## config.mk

```make
export PLATFORM = sky130hd
export DESIGN_NAME = regex_pattern_tokenizer_core_flat
export DESIGN_NICKNAME = d
export VERILOG_FILES = /design/src/rpt_pkg.sv /design/src/rpt_channels.sv /design/src/regex_pattern_tokenizer_core.sv /design/src/rpt_front.sv /design/src/rpt_queue.sv /design/src/rpt_back.sv /design/src/flat_wrapper.sv
export VERILOG_INCLUDE_DIRS = /design/src /design/src/src
export SDC_FILE = /design/constraint.sdc
export NUM_CORES = 1
export LEC_CHECK = 0
export BUFFER_PORTS_ARGS = -buffer_cell sky130_fd_sc_hd__buf_2
export CAP_MARGIN = 20
export CELL_PAD_IN_SITES_DETAIL_PLACEMENT = 0
export CELL_PAD_IN_SITES_GLOBAL_PLACEMENT = 1
export CORE_MARGIN = 2
export CORE_UTILIZATION = 50
export DETAILED_ROUTE_END_ITERATION = 7
export GPL_TIMING_DRIVEN = 0
export PLACE_DENSITY_LB_ADDON = 0.1
export SLEW_MARGIN = 20
export SYNTH_ARGS = -nofsm -noshare
export SYNTH_HDL_FRONTEND = slang
export SYNTH_HIERARCHICAL = 1
export SYNTH_SLANG_ARGS = --single-unit
```

## constraint.sdc

```tcl
create_clock -name clk -period 5.8 [get_ports clk]
set_input_delay 1.16 -clock clk [delete_from_list [all_inputs] [get_ports clk]]
set_output_delay 1.16 -clock clk [all_outputs]
set_load 0.02 [all_outputs]
```

## src/assert_macros.svh

```systemverilog
`ifndef ASSERT_MACROS_SVH
`define ASSERT_MACROS_SVH

// same-cycle implication
`define ASSERT_IMP(lbl, clk, rst_n, ante, cons) \
  lbl: assert property (@(posedge clk) disable iff (!rst_n) (ante) |-> (cons)) \
    else $error("assertion failed");

// next-cycle implication
`define ASSERT_NXT(lbl, clk, rst_n, ante, cons) \
  lbl: assert property (@(posedge clk) disable iff (!rst_n) (ante) |=> (cons)) \
    else $error("assertion failed");

`endif

```

## src/rpt_pkg.sv

```systemverilog
package rpt_pkg;

  localparam int CP_W        = 21;
  localparam int KIND_W      = 4;
  localparam int BODY_W      = 3;
  localparam int POS_W       = 4;
  localparam int QUEUE_DEPTH = 4;

  typedef logic [CP_W-1:0]   cp_t;
  typedef logic [KIND_W-1:0] kind_t;
  typedef logic [BODY_W-1:0] body_t;
  typedef logic [POS_W-1:0]  pos_t;

  localparam kind_t KIND_SYM   = 4'd0;
  localparam kind_t KIND_OPEN  = 4'd1;
  localparam kind_t KIND_CLOSE = 4'd2;
  localparam kind_t KIND_STAR  = 4'd3;
  localparam kind_t KIND_PLUS  = 4'd4;
  localparam kind_t KIND_OPT   = 4'd5;
  localparam kind_t KIND_UNION = 4'd6;
  localparam kind_t KIND_END   = 4'd7;
  localparam kind_t KIND_ERR   = 4'd8;

  // token run shapes
  localparam body_t BODY_NONE   = 3'd0;
  localparam body_t BODY_ONE    = 3'd1;
  localparam body_t BODY_NDIGIT = 3'd2;
  localparam body_t BODY_SPACE  = 3'd3;
  localparam body_t BODY_NSPACE = 3'd4;
  localparam body_t BODY_WORD   = 3'd5;
  localparam body_t BODY_NWORD  = 3'd6;

  localparam cp_t CH_LPAR  = 21'h28;
  localparam cp_t CH_RPAR  = 21'h29;
  localparam cp_t CH_STAR  = 21'h2A;
  localparam cp_t CH_PLUS  = 21'h2B;
  localparam cp_t CH_DOT   = 21'h2E;
  localparam cp_t CH_QMARK = 21'h3F;
  localparam cp_t CH_BSL   = 21'h5C;
  localparam cp_t CH_BAR   = 21'h7C;
  localparam cp_t CH_LO_D  = 21'h64;
  localparam cp_t CH_UP_D  = 21'h44;
  localparam cp_t CH_LO_S  = 21'h73;
  localparam cp_t CH_UP_S  = 21'h53;
  localparam cp_t CH_LO_W  = 21'h77;
  localparam cp_t CH_UP_W  = 21'h57;
  localparam cp_t CH_LO_N  = 21'h6E;
  localparam cp_t CH_LO_F  = 21'h66;
  localparam cp_t CH_LO_R  = 21'h72;
  localparam cp_t CH_LO_T  = 21'h74;
  localparam cp_t CH_LO_V  = 21'h76;

  typedef struct packed {
    kind_t kind;
    cp_t   lo;
    cp_t   hi;
  } tok_t;

  typedef struct packed {
    body_t body;
    tok_t  one;
    logic  has_end;
  } desc_t;

  function automatic pos_t body_len(input body_t body);
    pos_t len;
    unique case (body)
      BODY_ONE:    len = 4'd1;
      BODY_NDIGIT: len = 4'd5;
      BODY_SPACE:  len = 4'd5;
      BODY_NSPACE: len = 4'd7;
      BODY_WORD:   len = 4'd9;
      BODY_NWORD:  len = 4'd11;
      default:     len = 4'd0;
    endcase
    return len;
  endfunction

  function automatic tok_t sym(input logic [7:0] lo, input logic [7:0] hi);
    tok_t t;
    t.kind = KIND_SYM;
    t.lo   = {13'd0, lo};
    t.hi   = {13'd0, hi};
    return t;
  endfunction

  // k-th byte range of a class union
  function automatic tok_t class_range(input body_t body, input logic [2:0] k);
    tok_t t;
    t = sym(8'h00, 8'h00);
    unique case (body)
      BODY_NDIGIT: begin
        if (k == 3'd0) t = sym(8'h00, 8'h2F);
        else           t = sym(8'h3A, 8'hFF);
      end
      BODY_SPACE: begin
        if (k == 3'd0) t = sym(8'h09, 8'h0D);
        else           t = sym(8'h20, 8'h20);
      end
      BODY_NSPACE: begin
        unique case (k)
          3'd0:    t = sym(8'h00, 8'h08);
          3'd1:    t = sym(8'h0E, 8'h1F);
          default: t = sym(8'h21, 8'hFF);
        endcase
      end
      BODY_WORD: begin
        unique case (k)
          3'd0:    t = sym(8'h30, 8'h39);
          3'd1:    t = sym(8'h41, 8'h5A);
          3'd2:    t = sym(8'h5F, 8'h5F);
          default: t = sym(8'h61, 8'h7A);
        endcase
      end
      BODY_NWORD: begin
        unique case (k)
          3'd0:    t = sym(8'h00, 8'h2F);
          3'd1:    t = sym(8'h3A, 8'h40);
          3'd2:    t = sym(8'h5B, 8'h5E);
          3'd3:    t = sym(8'h60, 8'h60);
          default: t = sym(8'h7B, 8'hFF);
        endcase
      end
      default: t = sym(8'h00, 8'h00);
    endcase
    return t;
  endfunction

  // token at position idx of a descriptor body
  function automatic tok_t body_tok(input desc_t d, input pos_t idx);
    tok_t t;
    pos_t len;
    len = body_len(d.body);
    priority if (d.body == BODY_ONE) begin
      t = d.one;
    end else if (idx == 4'd0) begin
      t.kind = KIND_OPEN;
      t.lo   = CH_LPAR;
      t.hi   = CH_LPAR;
    end else if (idx == len - 4'd1) begin
      t.kind = KIND_CLOSE;
      t.lo   = CH_RPAR;
      t.hi   = CH_RPAR;
    end else if (idx[0]) begin
      t = class_range(d.body, idx[3:1]);
    end else begin
      t.kind = KIND_UNION;
      t.lo   = CH_BAR;
      t.hi   = CH_BAR;
    end
    return t;
  endfunction

endpackage

```

## src/rpt_channels.sv

```systemverilog
interface rpt_in_if;
  logic             valid;
  logic             ready;
  rpt_pkg::cp_t     code_point;
  logic             is_last;

  modport source (output valid, output code_point, output is_last, input ready);
  modport sink   (input valid, input code_point, input is_last, output ready);
endinterface

interface rpt_out_if;
  logic             valid;
  logic             ready;
  rpt_pkg::kind_t   token_kind;
  rpt_pkg::cp_t     range_low;
  rpt_pkg::cp_t     range_high;
  logic             last_of_run;

  modport source (output valid, output token_kind, output range_low, output range_high,
                  output last_of_run, input ready);
  modport sink   (input valid, input token_kind, input range_low, input range_high,
                  input last_of_run, output ready);
endinterface

```

## src/regex_pattern_tokenizer_core.sv

```systemverilog
// Regular expression tokenizer: one code point is taken per transfer on in_ch and the tokens it
// causes leave on out_ch, one token per cycle as out_ch allows, with last_of_run marking the
// final token of each item. A classifier accepts one code point every cycle until the queue
// fills and writes a run descriptor into a QUEUE_DEPTH-entry queue; the token generator expands
// each descriptor at one token per cycle into a registered output. Ordinary characters,
// operators and simple escapes give one token (two with the end token); items without an end
// token flow at one per cycle. A class escape holds the generator for 5 to 11 tokens (12 with
// an end token) while the input keeps accepting. A backslash that is not last yields no token.
module regex_pattern_tokenizer_core #(
  parameter int QUEUE_DEPTH = rpt_pkg::QUEUE_DEPTH
) (
  input  logic       clk,
  input  logic       rst_n,
  rpt_in_if.sink     in_ch,
  rpt_out_if.source  out_ch
);

  logic           q_push;
  logic           q_push_ready;
  rpt_pkg::desc_t q_push_desc;
  logic           q_pop;
  logic           q_valid;
  rpt_pkg::desc_t q_head;

  rpt_front u_front (
    .clk     (clk),
    .rst_n   (rst_n),
    .in_ch   (in_ch),
    .q_push  (q_push),
    .q_desc  (q_push_desc),
    .q_ready (q_push_ready)
  );

  rpt_queue #(
    .DEPTH (QUEUE_DEPTH)
  ) u_queue (
    .clk        (clk),
    .rst_n      (rst_n),
    .push       (q_push),
    .push_desc  (q_push_desc),
    .push_ready (q_push_ready),
    .pop        (q_pop),
    .head_desc  (q_head),
    .head_valid (q_valid)
  );

  rpt_back u_back (
    .clk     (clk),
    .rst_n   (rst_n),
    .q_valid (q_valid),
    .q_desc  (q_head),
    .q_pop   (q_pop),
    .out_ch  (out_ch)
  );

endmodule

```

## src/rpt_front.sv

```systemverilog
`include "assert_macros.svh"

module rpt_front (
  input  logic           clk,
  input  logic           rst_n,
  rpt_in_if.sink         in_ch,
  output logic           q_push,
  output rpt_pkg::desc_t q_desc,
  input  logic           q_ready
);

  logic           esc_r;
  logic           esc_nxt;
  logic           in_xfer;
  rpt_pkg::cp_t   c;
  rpt_pkg::desc_t d;
  logic           esc_set;

  assign c            = in_ch.code_point;
  assign in_ch.ready  = q_ready;
  assign in_xfer      = in_ch.valid && q_ready;

  always_comb begin
    d.body     = rpt_pkg::BODY_ONE;
    d.one.kind = rpt_pkg::KIND_SYM;
    d.one.lo   = c;
    d.one.hi   = c;
    d.has_end  = in_ch.is_last;
    esc_set    = 1'b0;
    if (esc_r) begin
      unique case (c)
        rpt_pkg::CH_LPAR, rpt_pkg::CH_RPAR, rpt_pkg::CH_STAR, rpt_pkg::CH_PLUS,
        rpt_pkg::CH_QMARK, rpt_pkg::CH_BAR, rpt_pkg::CH_BSL, rpt_pkg::CH_DOT: begin
          d.one.kind = rpt_pkg::KIND_SYM;
        end
        rpt_pkg::CH_LO_D: begin
          d.one.lo = 21'h30;
          d.one.hi = 21'h39;
        end
        rpt_pkg::CH_UP_D: d.body = rpt_pkg::BODY_NDIGIT;
        rpt_pkg::CH_LO_S: d.body = rpt_pkg::BODY_SPACE;
        rpt_pkg::CH_UP_S: d.body = rpt_pkg::BODY_NSPACE;
        rpt_pkg::CH_LO_W: d.body = rpt_pkg::BODY_WORD;
        rpt_pkg::CH_UP_W: d.body = rpt_pkg::BODY_NWORD;
        rpt_pkg::CH_LO_N: begin
          d.one.lo = 21'h0A;
          d.one.hi = 21'h0A;
        end
        rpt_pkg::CH_LO_F: begin
          d.one.lo = 21'h0C;
          d.one.hi = 21'h0C;
        end
        rpt_pkg::CH_LO_R: begin
          d.one.lo = 21'h0D;
          d.one.hi = 21'h0D;
        end
        rpt_pkg::CH_LO_T: begin
          d.one.lo = 21'h09;
          d.one.hi = 21'h09;
        end
        rpt_pkg::CH_LO_V: begin
          d.one.lo = 21'h0B;
          d.one.hi = 21'h0B;
        end
        default: begin
          d.one.kind = rpt_pkg::KIND_ERR;
          d.one.lo   = '0;
          d.one.hi   = '0;
        end
      endcase
    end else begin
      unique case (c)
        rpt_pkg::CH_LPAR:  d.one.kind = rpt_pkg::KIND_OPEN;
        rpt_pkg::CH_RPAR:  d.one.kind = rpt_pkg::KIND_CLOSE;
        rpt_pkg::CH_STAR:  d.one.kind = rpt_pkg::KIND_STAR;
        rpt_pkg::CH_PLUS:  d.one.kind = rpt_pkg::KIND_PLUS;
        rpt_pkg::CH_QMARK: d.one.kind = rpt_pkg::KIND_OPT;
        rpt_pkg::CH_BAR:   d.one.kind = rpt_pkg::KIND_UNION;
        rpt_pkg::CH_DOT: begin
          d.one.lo = 21'h00;
          d.one.hi = 21'hFF;
        end
        rpt_pkg::CH_BSL: begin
          if (in_ch.is_last) begin
            d.one.kind = rpt_pkg::KIND_ERR;
            d.one.lo   = '0;
            d.one.hi   = '0;
          end else begin
            d.body  = rpt_pkg::BODY_NONE;
            esc_set = 1'b1;
          end
        end
        default: d.one.kind = rpt_pkg::KIND_SYM;
      endcase
    end
  end

  assign esc_nxt = in_xfer ? esc_set : esc_r;

  // a lone backslash produces no tokens and is not queued
  assign q_push = in_xfer && (d.body != rpt_pkg::BODY_NONE || d.has_end);
  assign q_desc = d;

  always_ff @(posedge clk) begin
    if (!rst_n) begin
      esc_r <= 1'b0;
    end else begin
      esc_r <= esc_nxt;
    end
  end

  `ASSERT_NXT(a_last_clears_escape, clk, rst_n, in_xfer && in_ch.is_last, !esc_r)
  `ASSERT_IMP(a_escape_only_from_bsl, clk, rst_n, esc_set, !esc_r && c == rpt_pkg::CH_BSL)

endmodule

```

## src/rpt_queue.sv

```systemverilog
`include "assert_macros.svh"

module rpt_queue #(
  parameter int DEPTH = rpt_pkg::QUEUE_DEPTH
) (
  input  logic           clk,
  input  logic           rst_n,
  input  logic           push,
  input  rpt_pkg::desc_t push_desc,
  output logic           push_ready,
  input  logic           pop,
  output rpt_pkg::desc_t head_desc,
  output logic           head_valid
);

  localparam int PTR_W = (DEPTH > 1) ? $clog2(DEPTH) : 1;
  localparam int CNT_W = $clog2(DEPTH + 1);

  rpt_pkg::desc_t   mem [DEPTH];
  logic [PTR_W-1:0] wr_ptr_r;
  logic [PTR_W-1:0] wr_ptr_nxt;
  logic [PTR_W-1:0] rd_ptr_r;
  logic [PTR_W-1:0] rd_ptr_nxt;
  logic [CNT_W-1:0] count_r;
  logic [CNT_W-1:0] count_nxt;
  logic             do_push;
  logic             do_pop;

  assign push_ready = count_r != CNT_W'(DEPTH);
  assign head_valid = count_r != '0;
  assign head_desc  = mem[rd_ptr_r];
  assign do_push    = push && push_ready;
  assign do_pop     = pop && head_valid;

  always_comb begin
    wr_ptr_nxt = wr_ptr_r;
    rd_ptr_nxt = rd_ptr_r;
    count_nxt  = count_r;
    if (do_push) begin
      wr_ptr_nxt = (wr_ptr_r == PTR_W'(DEPTH - 1)) ? '0 : wr_ptr_r + 1'b1;
    end
    if (do_pop) begin
      rd_ptr_nxt = (rd_ptr_r == PTR_W'(DEPTH - 1)) ? '0 : rd_ptr_r + 1'b1;
    end
    if (do_push && !do_pop) begin
      count_nxt = count_r + 1'b1;
    end else if (do_pop && !do_push) begin
      count_nxt = count_r - 1'b1;
    end
  end

  always_ff @(posedge clk) begin
    if (!rst_n) begin
      wr_ptr_r <= '0;
      rd_ptr_r <= '0;
      count_r  <= '0;
    end else begin
      wr_ptr_r <= wr_ptr_nxt;
      rd_ptr_r <= rd_ptr_nxt;
      count_r  <= count_nxt;
    end
  end

  always_ff @(posedge clk) begin
    if (do_push) begin
      mem[wr_ptr_r] <= push_desc;
    end
  end

  `ASSERT_IMP(a_count_bound, clk, rst_n, 1'b1, count_r <= CNT_W'(DEPTH))
  `ASSERT_IMP(a_pop_nonempty, clk, rst_n, pop, head_valid)

endmodule

```

## src/rpt_back.sv

```systemverilog
`include "assert_macros.svh"

module rpt_back (
  input  logic           clk,
  input  logic           rst_n,
  input  logic           q_valid,
  input  rpt_pkg::desc_t q_desc,
  output logic           q_pop,
  rpt_out_if.source      out_ch
);

  rpt_pkg::pos_t  pos_r;
  rpt_pkg::pos_t  pos_nxt;
  rpt_pkg::pos_t  len;
  rpt_pkg::pos_t  total;
  rpt_pkg::tok_t  tok;
  logic           tok_last;
  logic           advance;

  logic           valid_r;
  rpt_pkg::kind_t kind_r;
  rpt_pkg::cp_t   lo_r;
  rpt_pkg::cp_t   hi_r;
  logic           last_r;

  assign len      = rpt_pkg::body_len(q_desc.body);
  assign total    = len + {3'd0, q_desc.has_end};
  assign tok_last = pos_r == total - 4'd1;
  assign advance  = q_valid && (!valid_r || out_ch.ready);
  assign q_pop    = advance && tok_last;

  always_comb begin
    if (pos_r < len) begin
      tok = rpt_pkg::body_tok(q_desc, pos_r);
    end else begin
      tok.kind = rpt_pkg::KIND_END;
      tok.lo   = '0;
      tok.hi   = '0;
    end
  end

  always_comb begin
    pos_nxt = pos_r;
    if (advance) begin
      pos_nxt = tok_last ? '0 : pos_r + 4'd1;
    end
  end

  always_ff @(posedge clk) begin
    if (!rst_n) begin
      pos_r   <= '0;
      valid_r <= 1'b0;
    end else begin
      pos_r <= pos_nxt;
      if (advance) begin
        valid_r <= 1'b1;
      end else if (out_ch.ready) begin
        valid_r <= 1'b0;
      end
    end
  end

  always_ff @(posedge clk) begin
    if (advance) begin
      kind_r <= tok.kind;
      lo_r   <= tok.lo;
      hi_r   <= tok.hi;
      last_r <= tok_last;
    end
  end

  assign out_ch.valid       = valid_r;
  assign out_ch.token_kind  = kind_r;
  assign out_ch.range_low   = lo_r;
  assign out_ch.range_high  = hi_r;
  assign out_ch.last_of_run = last_r;

  `ASSERT_IMP(a_pos_in_run, clk, rst_n, q_valid, pos_r < total)
  `ASSERT_NXT(a_run_restarts, clk, rst_n, q_pop, pos_r == '0)

endmodule

```

## src/flat_wrapper.sv

```systemverilog
// flat-port wrapper written by rule: the top's interface ports become plain ports
module regex_pattern_tokenizer_core_flat 
#(
  parameter int QUEUE_DEPTH = rpt_pkg::QUEUE_DEPTH
)
  (clk, rst_n, in_ch_valid, in_ch_code_point, in_ch_is_last, in_ch_ready, out_ch_valid, out_ch_token_kind, out_ch_range_low, out_ch_range_high, out_ch_last_of_run, out_ch_ready);
  rpt_in_if in_ch_i ();
  rpt_out_if out_ch_i ();
  input  logic clk;
  input  logic rst_n;
  input wire logic [$bits(in_ch_i.valid)-1:0] in_ch_valid;
  input wire logic [$bits(in_ch_i.code_point)-1:0] in_ch_code_point;
  input wire logic [$bits(in_ch_i.is_last)-1:0] in_ch_is_last;
  output wire logic [$bits(in_ch_i.ready)-1:0] in_ch_ready;
  output wire logic [$bits(out_ch_i.valid)-1:0] out_ch_valid;
  output wire logic [$bits(out_ch_i.token_kind)-1:0] out_ch_token_kind;
  output wire logic [$bits(out_ch_i.range_low)-1:0] out_ch_range_low;
  output wire logic [$bits(out_ch_i.range_high)-1:0] out_ch_range_high;
  output wire logic [$bits(out_ch_i.last_of_run)-1:0] out_ch_last_of_run;
  input wire logic [$bits(out_ch_i.ready)-1:0] out_ch_ready;
  assign in_ch_i.valid = in_ch_valid;
  assign in_ch_i.code_point = in_ch_code_point;
  assign in_ch_i.is_last = in_ch_is_last;
  assign in_ch_ready = in_ch_i.ready;
  assign out_ch_valid = out_ch_i.valid;
  assign out_ch_token_kind = out_ch_i.token_kind;
  assign out_ch_range_low = out_ch_i.range_low;
  assign out_ch_range_high = out_ch_i.range_high;
  assign out_ch_last_of_run = out_ch_i.last_of_run;
  assign out_ch_i.ready = out_ch_ready;
  regex_pattern_tokenizer_core #(.QUEUE_DEPTH(QUEUE_DEPTH)) u_core (.clk(clk), .rst_n(rst_n), .in_ch(in_ch_i), .out_ch(out_ch_i));
endmodule
```

# Word-level counts from Yosys, hierarchy flattened
# Memory sizes are Yosys's and may differ from the RTL's. A register that Yosys moved wholly into a read port is not among the register bits.
# Index checks and enable logic that the tools add are counted.
# classes
n_addsub,8
eq_ne,33
reduce_logical,22
n_mux,35
n_lt_le_gt_ge,1
# ops
operator,count
one-hot mux 42 bit (7 select lines),1
"== test 21 x 7 -> 1 bit, second input constant",13
2-to-1 mux 46 bit,5
one-hot mux 46 bit (5 select lines),1
"== test 21 x 6 -> 1 bit, second input constant",6
one-hot mux 28 bit (4 select lines),1
one-hot mux 28 bit (3 select lines),1
one-hot mux 42 bit (2 select lines),1
2-to-1 mux 27 bit,2
one-hot mux 27 bit (2 select lines),1
2-to-1 mux 49 bit,1
one-hot mux 4 bit (7 select lines),1
one-hot mux 4 bit (5 select lines),1
OR reduction 19 bit,1
one-hot mux 3 bit (5 select lines),1
OR reduction 13 bit,1
"== test 3 x 2 -> 1 bit, second input constant",4
2-to-1 mux 4 bit,3
"== test 3 bit, second input constant",3
2-to-1 mux 3 bit,3
== test 4 bit,2
logical AND 1 bit,8
2-to-1 mux 1 bit,8
2-to-1 mux 2 bit,4
other kinds (17),26
# word_totals
ram_bits,200
output_inout_bits,49
elab_cells,110
memories,1
input_bits,26
regBits,60
# mem_list
name,words,width,read_ports,rd_clocked_by_memory_dff,wr,line,rtl
u_core.u_queue.mem,4,50,1,1,1,rpt_queue.sv:19,rpt_pkg::desc_t mem [DEPTH];

# Logic depth before layout (Yosys ltp)
# Gate-level depths: netlist of the first run.
# logic_depth
ltp_word,12
depth_mapped,19
ltp_nobuf,16

# Hierarchy
# The synthesis of the first run kept the hierarchy.
# modules_own_cells
module,area_per_inst_um2,seq_area_each_um2,cells_per_inst,n_inst
rpt_queue,7687.4,6185.9,313,1
rpt_back,2950.3,1511.4,276,1
rpt_front,1061.0,20.0,150,1

# Worst setup path after synthesis of the first run
# Ideal clock, no wire load.
# synth_timing
kind,input to register
from,input port out_ch_ready
to,register u_core.u_queue.count_r[2]
n_path_buf,1
cell_stages,11
required_time_ps,5724
t_arrival_ps,4310
setup_time_ps,76
path_slack_ps,1415
cell_sequence,nor2b_1 -> nor2b_1 -> clkbuf_1 -> and2_1 -> o31ai_1 -> ha_1 -> inv_1 -> fa_1 -> xor2_1 -> or3_2 -> a21boi_0
# synth_via
elab_chain_cells,7
word_cells_on_any_way,9
cone_classes,mux: 1; reduce/logical: 8
# synth_lines
element,line,rtl
start: declaration,flat_wrapper.sv:20,input wire logic [$bits(out_ch_i.ready)-1:0] out_ch_ready;
logical OR 1 bit *,rpt_back.sv:29,assign advance = q_valid && (!valid_r || out_ch.ready);
logical AND 1 bit *,rpt_back.sv:29,
net u_core.u_back.advance,rpt_back.sv:18,logic advance;
logical AND 1 bit *,rpt_back.sv:30,assign q_pop = advance && tok_last;
net u_core.q_pop,regex_pattern_tokenizer_core.sv:21,logic q_pop;
logical AND 1 bit *,rpt_queue.sv:33,assign do_pop = pop && head_valid;
logical NOT 1 bit,rpt_queue.sv:45,if (do_push && !do_pop) begin
logical AND 1 bit,rpt_queue.sv:45,
2-to-1 mux 3 bit / nonzero test 2 bit (equally long branches),-,
end signal: assignment,rpt_queue.sv:60,count_r <= count_nxt;
end: declaration,rpt_queue.sv:24,logic [CNT_W-1:0] count_r;
# Mark *: on every way through the listed nets, which the timed path passes. The rest lies on a longest branch.
# A chain may end at the register's enable or synchronous reset.

==> results.cfg, run 1 <==
[layout]
regArea_mm2 = 0.00772
nets = 882
num_antenna_cells = 0
layout_commonest_cell = edfxtp_1
design_area_mm2 = 0.0133
nFillCells = 1789
syn_to_final_growth_pct = 13.7
mostFrequentLayoutCells = edfxtp_1, buf_2, mux4_2
multi_input_area_mm2 = 0.00362
drive_gt1_frac = 0.264

[yosys]
syn-instance-count = 739
synth.distinct_cells = 78
ys_seq_elements = 262
syn_area_mm2 = 0.0117
synth_nets = 779
seq_area_frac_synth = 0.660
synthArstFlopShare = 0
synth_ff_type = edfxtp_1
synth.avg_cell_area_um2 = 15.8
synth_edf_count = 247
yosysWarnings = 6

[cts]
cts_setup_buffers = 0
clk_latency_ns = 0.54
clkTransAtPathRegs_ns = 0.06
hold_buffers = 0
h-tree-depth = 1
root_buffer = clkbuf_16
cts_tree = yes
cts_sinks = 262
cts_buffers = 27
cts_resized = 0
clk_path_buf_depth = 3

[sta]
max_slew_margin = 0.409
fin_worst_skew_ns = 0.0126
setup_slack_ns = 0.456
rsz0062_at_grt = no
tightestPinTransition_ns = 0.878
slew_viol_final = 0
setup_tns_ns = 0
setup_viol = 0
fin_crit_sh = 0.921
post-route-min-period_ns = 5.34
holdWs_ns = 0.513
hold_viol = 0
timing.fmax_mhz = 187

[global_routing]
grt-ovfl-total = 0
antenna_found_initial = 0
grt_max_degree = 51
grt_pass1_wl_mm = 38.8
grt_usage = 0.210
grt_pass1_vias = 6805

[power_and_ir_drop]
p_leak_nw = 4.49
cellPowerDensity_mw_per_mm2 = 458
peakVddDrop_uv = 258
p_total_mw = 6.10

[die]
coreArea_mm2 = 0.0228
die_x_um = 157
initial_utilization = 0.514
ios = 75
die-area_mm2 = 0.0246
rows = 55
die_h_um = 157

[place]
globalplace.congestion = 0.873
pre_cts_ws_ns = 0.478
io_buffers = 72
placed_cell_area_mm2 = 0.0125
dp_hpwl_mm = 16.9

[status]
status = completed

[detailed_routing]
drtPass1Iterations = 5
num_vias = 6794
drt_wl_total_mm = 25.1
drt-wirelength-per-cell_um = 21.4
vias_per_cell = 5.80
drc_errors = 0
ant_nets = 0
drt_iter0_drc = 519

[critical_path]
crit_path_start_kind = flip-flop
crit_type = flip-flop to flip-flop
crit_arrival_ns = 5.80
crit_fanout = 10
end_kind = flip-flop
required_ns = 6.25

[worst_hold_path]
min_path_type = flip-flop to flip-flop

[run]
maxCapViolCount = 0
==> cell type report <==
type	count	area share
plain buffers	60	0.0261
clock buffers	31	0.0519
clock inverters	15	0.00762
inverters	9	0.00254
multi-input cells	408	0.272
flip-flops and latches	262	0.580
well taps	313	0.0294
repair buffers	74	0.0301
==> final timing paths <==
check / startpoint / slack [ns] / endpoint / cells after the start
max: flip-flop / 0.46 / u_core/u_queue/count_r[2] / 19
min: u_core/u_queue/wr_ptr_r[1] / 0.51 / u_core/u_queue/wr_ptr_r[1] / 2
max reg2reg: flip-flop / 0.46 / u_core/u_queue/count_r[2] / 19
min reg2reg: u_core/u_queue/wr_ptr_r[1] / 0.51 / u_core/u_queue/wr_ptr_r[1] / 2
==> per-layer routing <==
metal  wire length (um)  vias to the layer above  GRT usage
li1                   -                     3104          -
met3               1650                       29     0.0295
met4                363                        0     0.0433
met1              11500                     3411      0.314
met2              11600                      250      0.332
met5                  0                        -          0
==> cell usage after synthesis (9+ instances only) <==
master    instances  area share
nor2b_1          10      0.0053
and2_1           46       0.025
xnor2_1          10      0.0075
o21ai_0          24       0.010
nand2_1          36       0.012
dfxtp_1          15       0.026
nor2_1           23      0.0074
buf_2            10      0.0043
a21oi_1          23      0.0098
buf_4            20       0.013
nand3_1          19      0.0081
clkbuf_1         24      0.0077
edfxtp_1        247        0.63
ha_1             13       0.014
inv_1             9      0.0029
mux4_2           50       0.096
==> metrics by stage <==
step,cells,util
2_1_floorplan,739,-
3_3_place_gp,1124,0.547
3_5_place_dp,1126,0.549
4_1_cts,1172,0.584
5_1_grt,1172,0.584
6_report,1172,0.584
==> registers in the layout, summed over array words and instances (netlist names), named ones only <==
signal	flops
u_core/u_queue/mem	200
u_core/u_back/out_ch.range_high	21
u_core/u_back/out_ch.range_low	21
u_core/u_back/out_ch.token_kind	4
u_core/u_back/pos_r	4
u_core/u_queue/count_r	3
u_core/u_queue/rd_ptr_r	2
u_core/u_queue/wr_ptr_r	2
u_core/u_back/out_ch.last_of_run	1
u_core/u_back/out_ch.valid	1
u_core/u_front/esc_r	1
==> kinds of logic after synthesis <==
group,Yosys count,share of synthesized area
compound gates,122,0.0758
xor+xnor,15,0.0112
fa+ha+maj,14,0.0156
buf+inv,69,0.0322
flops,262,0.660
mux,53,0.0988
simple gates,204,0.107
==> worst max-delay path: stages, from the launching register on <==
cell and delay, ns:
dfxtp_1 0.31, clkbuf_1 0.28, clkbuf_1 0.67, mux4_2 0.39
buf_2 0.24, buf_2 0.26, clkbuf_1 0.39, nand2b_1 0.23
ha_1 0.18, xor2_1 0.18, xnor2_1 0.19, nor4_4 0.12
and2_1 0.17, o31ai_1 0.14, ha_1 0.29, inv_1 0.06
fa_1 0.37, xor2_1 0.18, or3_2 0.41, a21boi_0 0.19
==> power by group <==
group          internal [mW]  switching (mW)
clock network          0.890           0.672
logic                  0.693            1.17
registers               2.57           0.101
(Power assumes the default switching activity.)
==> inputs of run 2 (changes only) <==
ABC_CLOCK_PERIOD_IN_PS = 5800   (was default)
BUFFER_PORTS_ARGS = default   (was -buffer_cell sky130_fd_sc_hd__buf_2)
DONT_BUFFER_PORTS = 1   (was default)
==> run 2 against run 1 <==
Die area unchanged. Final area down 2.4%. Utilization down 1.4 points. Clock skew up 0.0049 ns.
==> results.cfg, run 2 (synthesized netlist as in run 1, its figures left out) <==
[layout]
largest-register = u_core/u_queue/mem
num_antenna_cells = 0
layout_commonest_cell = edfxtp_1
finalNonFillerCells = 1104
syn_to_final_growth_pct = 11.0
drive_gt1_frac = 0.205
mostFrequentLayoutCells = edfxtp_1, mux4_2, and2_1
utilization = 0.570
nets = 811
largest_reg_flops = 200
design_area_mm2 = 0.0130

[die]
ios = 75
die_x_um = 157
coreArea_mm2 = 0.0228
initial_utilization = 0.514
rows = 55
die_h_um = 157
die-area_mm2 = 0.0246

[cts]
root_buffer = clkbuf_16
cts_buffers = 27
cts_resized = 0
h-tree-depth = 1
clkTransAtPathRegs_ns = 0.06
cts_setup_buffers = 0
hold_buffers = 0
cts_sinks = 262
cts_tree = yes
clk_latency_ns = 0.53
clk_path_buf_depth = 3

[power_and_ir_drop]
cellPowerDensity_mw_per_mm2 = 463
p_leak_nw = 4.22
peakVddDrop_uv = 293
p_total_mw = 6.01

[status]
status = completed

[global_routing]
grt_max_degree = 51
grt_pass1_wl_mm = 39.2
grt_pass1_vias = 6526
grt_usage = 0.214
antenna_found_initial = 0
grt-ovfl-total = 0

[critical_path]
end_kind = flip-flop
crit_type = flip-flop to flip-flop
required_ns = 6.25
cpMostUsedCell = clkbuf_1
crit_fanout = 10
crit_path_start_kind = flip-flop
crit_arrival_ns = 5.78
crit_chain = clkbuf_1 > clkbuf_1 > mux4_2 > buf_2 > buf_2 > clkbuf_1 > nand2b_1 > ha_1 > xor2_1 > xnor2_1 > nor4_4 > and2_1 > o31ai_1 > ha_1 > inv_1 > fa_1 > xor2_1 > or3_2 > a21boi_0
critPathMaxStageDelay_ns = 0.71
slowest_stage = clkbuf_1

[detailed_routing]
drtPass1Iterations = 7
num_vias = 6557
drc_errors = 0
drt-wirelength-per-cell_um = 23.3
vias_per_cell = 5.94
drt_wl_total_mm = 25.7
drt_iter0_drc = 562
ant_nets = 0

[sta]
slew_viol_final = 0
timing.fmax_mhz = 188
setup_viol = 0
tightestPinTransition_ns = 0.973
holdWs_ns = 0.508
setup_slack_ns = 0.467
fin_worst_skew_ns = 0.0175
hold_viol = 0
rsz0062_at_grt = no
post-route-min-period_ns = 5.33
setup_tns_ns = 0
max_slew_margin = 0.346
fin_crit_sh = 0.919

[place]
pre_cts_ws_ns = 0.484
io_buffers = 0
globalplace.congestion = 0.864
dp_hpwl_mm = 17.4
placed_cell_area_mm2 = 0.0122
dp.cells = 1055

[run]
maxCapViolCount = 0

[worst_hold_path]
min_path_type = flip-flop to flip-flop
run 2: final timing paths:
check / slack [ns] / endpoint / startpoint / cells after the start
worst min-delay path: 0.51 / u_core/u_queue/wr_ptr_r[1] / u_core/u_queue/wr_ptr_r[1] / 2
worst max register to register: 0.47 / u_core/u_queue/count_r[2] / flip-flop / 19
worst min register to register: 0.51 / u_core/u_queue/wr_ptr_r[1] / u_core/u_queue/wr_ptr_r[1] / 2
worst max-delay path: 0.47 / u_core/u_queue/count_r[2] / flip-flop / 19
run 2: final cells by class:
cell class / instances / area (um^2)
well taps: 313 / 392
clock inverters: 13 / 90.1
repair buffers: 3 / 60.1
multi-input cells: 408 / 3620
inverters: 9 / 33.8
fillers: 1764 / 9790
plain buffers: 60 / 347
clock buffers: 36 / 729
flip-flops and latches: 262 / 7720
run 2: routing by layer:
metal	GRT usage	vias to the layer above	share of wire
li1	-	2969	-
met1	0.327	3359	0.47
met2	0.326	191	0.46
met3	0.0319	38	0.052
met4	0.0524	0	0.020
met5	0	-	0
run 2: worst max-delay path: cells and delay by family, from the launching register on:
family,cells,cell delay (ns)
XOR/XNOR,3,0.54
adder cells (fa/ha/maj),3,0.83
AO/OA/AOI/OAI,2,0.31
buffers and inverters,6,1.91
multiplexers,1,0.42
flip-flops,1,0.31
AND/OR/NAND/NOR,4,0.91
run 2: power by group:
group | total, mW | internal (mW) | switching [mW] | leakage (nW)
clock | 1.60 | 0.923 | 0.681 | 0.401
sequential | 2.93 | 2.59 | 0.339 | 2.42
combinational | 1.47 | 0.582 | 0.892 | 1.40
total | 6.01 | 4.09 | 1.91 | 4.22
==> inputs of run 3 (changes only) <==
ABC_CLOCK_PERIOD_IN_PS = 4500   (was 5800)
CORE_MARGIN = 5   (was 2)
clock period = 4.5 ns   (was 5.8 ns; I/O delays follow)
==> run 3 against run 2 <==
Worst setup slack got worse by 0.30 ns. Total power rose by 30%. Worst hold slack got worse by 0.021 ns. Highest routed layer unchanged.
==> results.cfg, run 3 (synthesized netlist as in run 1, its figures left out) <==
[critical_path]
rr_worst_depth = 17
crit_chain = buf_12 > mux4_2 > buf_4 > clkbuf_4 > nand2b_1 > ha_1 > xor2_2 > xnor2_2 > nor4_4 > and2_1 > o31ai_2 > ha_2 > inv_1 > fa_1 > xor2_1 > or3_2 > a21boi_0
crit_type = flip-flop to flip-flop
cp.depth = 17
cp.buffers_inverters = 4
crit_fanout = 10
crit_path_start_kind = flip-flop
crit_family = adder cells
critPathMaxStageDelay_ns = 0.61
crit_arrival_ns = 4.78
end_kind = flip-flop
required_ns = 4.95
slowest_stage = mux4_2

[global_routing]
grt_usage = 0.195
grt_pass1_wl_mm = 39.6
grt-ovfl-total = 0
grt_pass1_vias = 6667
grt_max_degree = 48
antenna_found_initial = 0

[layout]
nFillCells = 1874
largest_reg_flops = 200
largest-register = u_core/u_queue/mem
nets = 814
mostFrequentLayoutCells = edfxtp_1, mux4_2, and2_1
syn_to_final_growth_pct = 12.5
drive_gt1_frac = 0.227
layout_commonest_cell = edfxtp_1
design_area_mm2 = 0.0132
num_antenna_cells = 0

[power_and_ir_drop]
cellPowerDensity_mw_per_mm2 = 595
p_leak_nw = 4.29
peakVddDrop_uv = 335

[die]
die_x_um = 163
rows = 56
die_h_um = 163
initial_utilization = 0.503
ios = 75
die-area_mm2 = 0.0266
coreArea_mm2 = 0.0233

[detailed_routing]
route.layer.met1.wl_mm = 12.0
vias_per_cell = 5.82
drt_iter0_drc = 548
drt_wl_total_mm = 25.5
drtPass1Iterations = 6
drc_errors = 0
num_vias = 6494
wl_met2_mm = 11.7
ant_nets = 0
route.met3.wl_mm = 1.38
highest_layer = met4
drt-wirelength-per-cell_um = 22.8

[sta]
fin_worst_skew_ns = 0.0127
max_slew_margin = 0.418
holdWs_ns = 0.487
fin_crit_sh = 0.963
setup_viol = 0
tightestPinTransition_ns = 0.865
timing.fmax_mhz = 231
hold_viol = 0
rsz0062_at_grt = yes
slew_viol_final = 0
post-route-min-period_ns = 4.33

[cts]
clk_path_buf_depth = 3
clk_latency_ns = 0.53
clkTransAtPathRegs_ns = 0.06
cts_sinks = 262
h-tree-depth = 1
cts_tree = yes
cts_buffers = 28
root_buffer = clkbuf_16
hold_buffers = 0

[run]
maxCapViolCount = 0

[status]
status = completed

[worst_hold_path]
min_from = rst_n
min_path_type = primary input to flip-flop
holdPathStages = 1

[place]
placed_cell_area_mm2 = 0.0122
globalplace.congestion = 0.861
dp_hpwl_mm = 17.6
io_buffers = 0
[run 3: power by group]
part           internal, mW  switching, mW
clock network          1.24          0.892
registers              3.34          0.449
logic                 0.777           1.14
[run 3: worst register-to-register path, delay by kind of cell (launching register included)]
kind,cells,cell delay [ns]
fa+ha+maj,3,0.87
compound gates,2,0.31
simple gates,4,0.87
flops,1,0.40
xor+xnor,3,0.53
mux,1,0.62
buf+inv,4,0.64
[run 3: cell type report]
type                    count  area [um^2]  share of cell area
well taps                 319          399              0.0303
inverters                   9         33.8             0.00257
flip-flops and latches    262         7720               0.586
repair buffers              8          123             0.00931
plain buffers              57          370              0.0281
clock buffers              36          752              0.0571
clock inverters            16          111             0.00846
multi-input cells         408         3650               0.278
[run 3: path summary, 6_finish.rpt]
path / endpoint / slack [ns]
setup / recovery: u_core/u_queue/count_r[2] / 0.17
hold / removal: u_core/u_back/out_ch.valid / 0.49
setup reg to reg: u_core/u_queue/count_r[2] / 0.17
hold reg to reg: u_core/u_queue/wr_ptr_r[0] / 0.52
[run 3: layer usage]
metal,GRT usage,up-vias
met5,0,-
met4,0.0419,0
met3,0.0344,30
met2,0.295,211
met1,0.302,3283
li1,-,2970
[run 3: stage by stage]
step / utilization / power [mW] / setup WS, ns / TNS (ns) / std cells
detailed placement: 0.525 / 5.73 / -0.867 / -15.17 / 1063
floorplan: - / 5.11 / 0.197 / 0 / 739
global route: 0.566 / 8.23 / -0.0313 / -0.0313 / 1115
global placement: 0.520 / 5.67 / -0.747 / -14.86 / 1058
finish: 0.566 / 7.83 / 0.167 / 0 / 1115
CTS: 0.565 / 7.91 / 0.0658 / 0 / 1115
[run 3: timing repair]
action,in CTS,in global routing
gates resized for setup,16,5
setup buffers,3,0
endpoints found under the setup margin,42,21
pin swaps,2,2
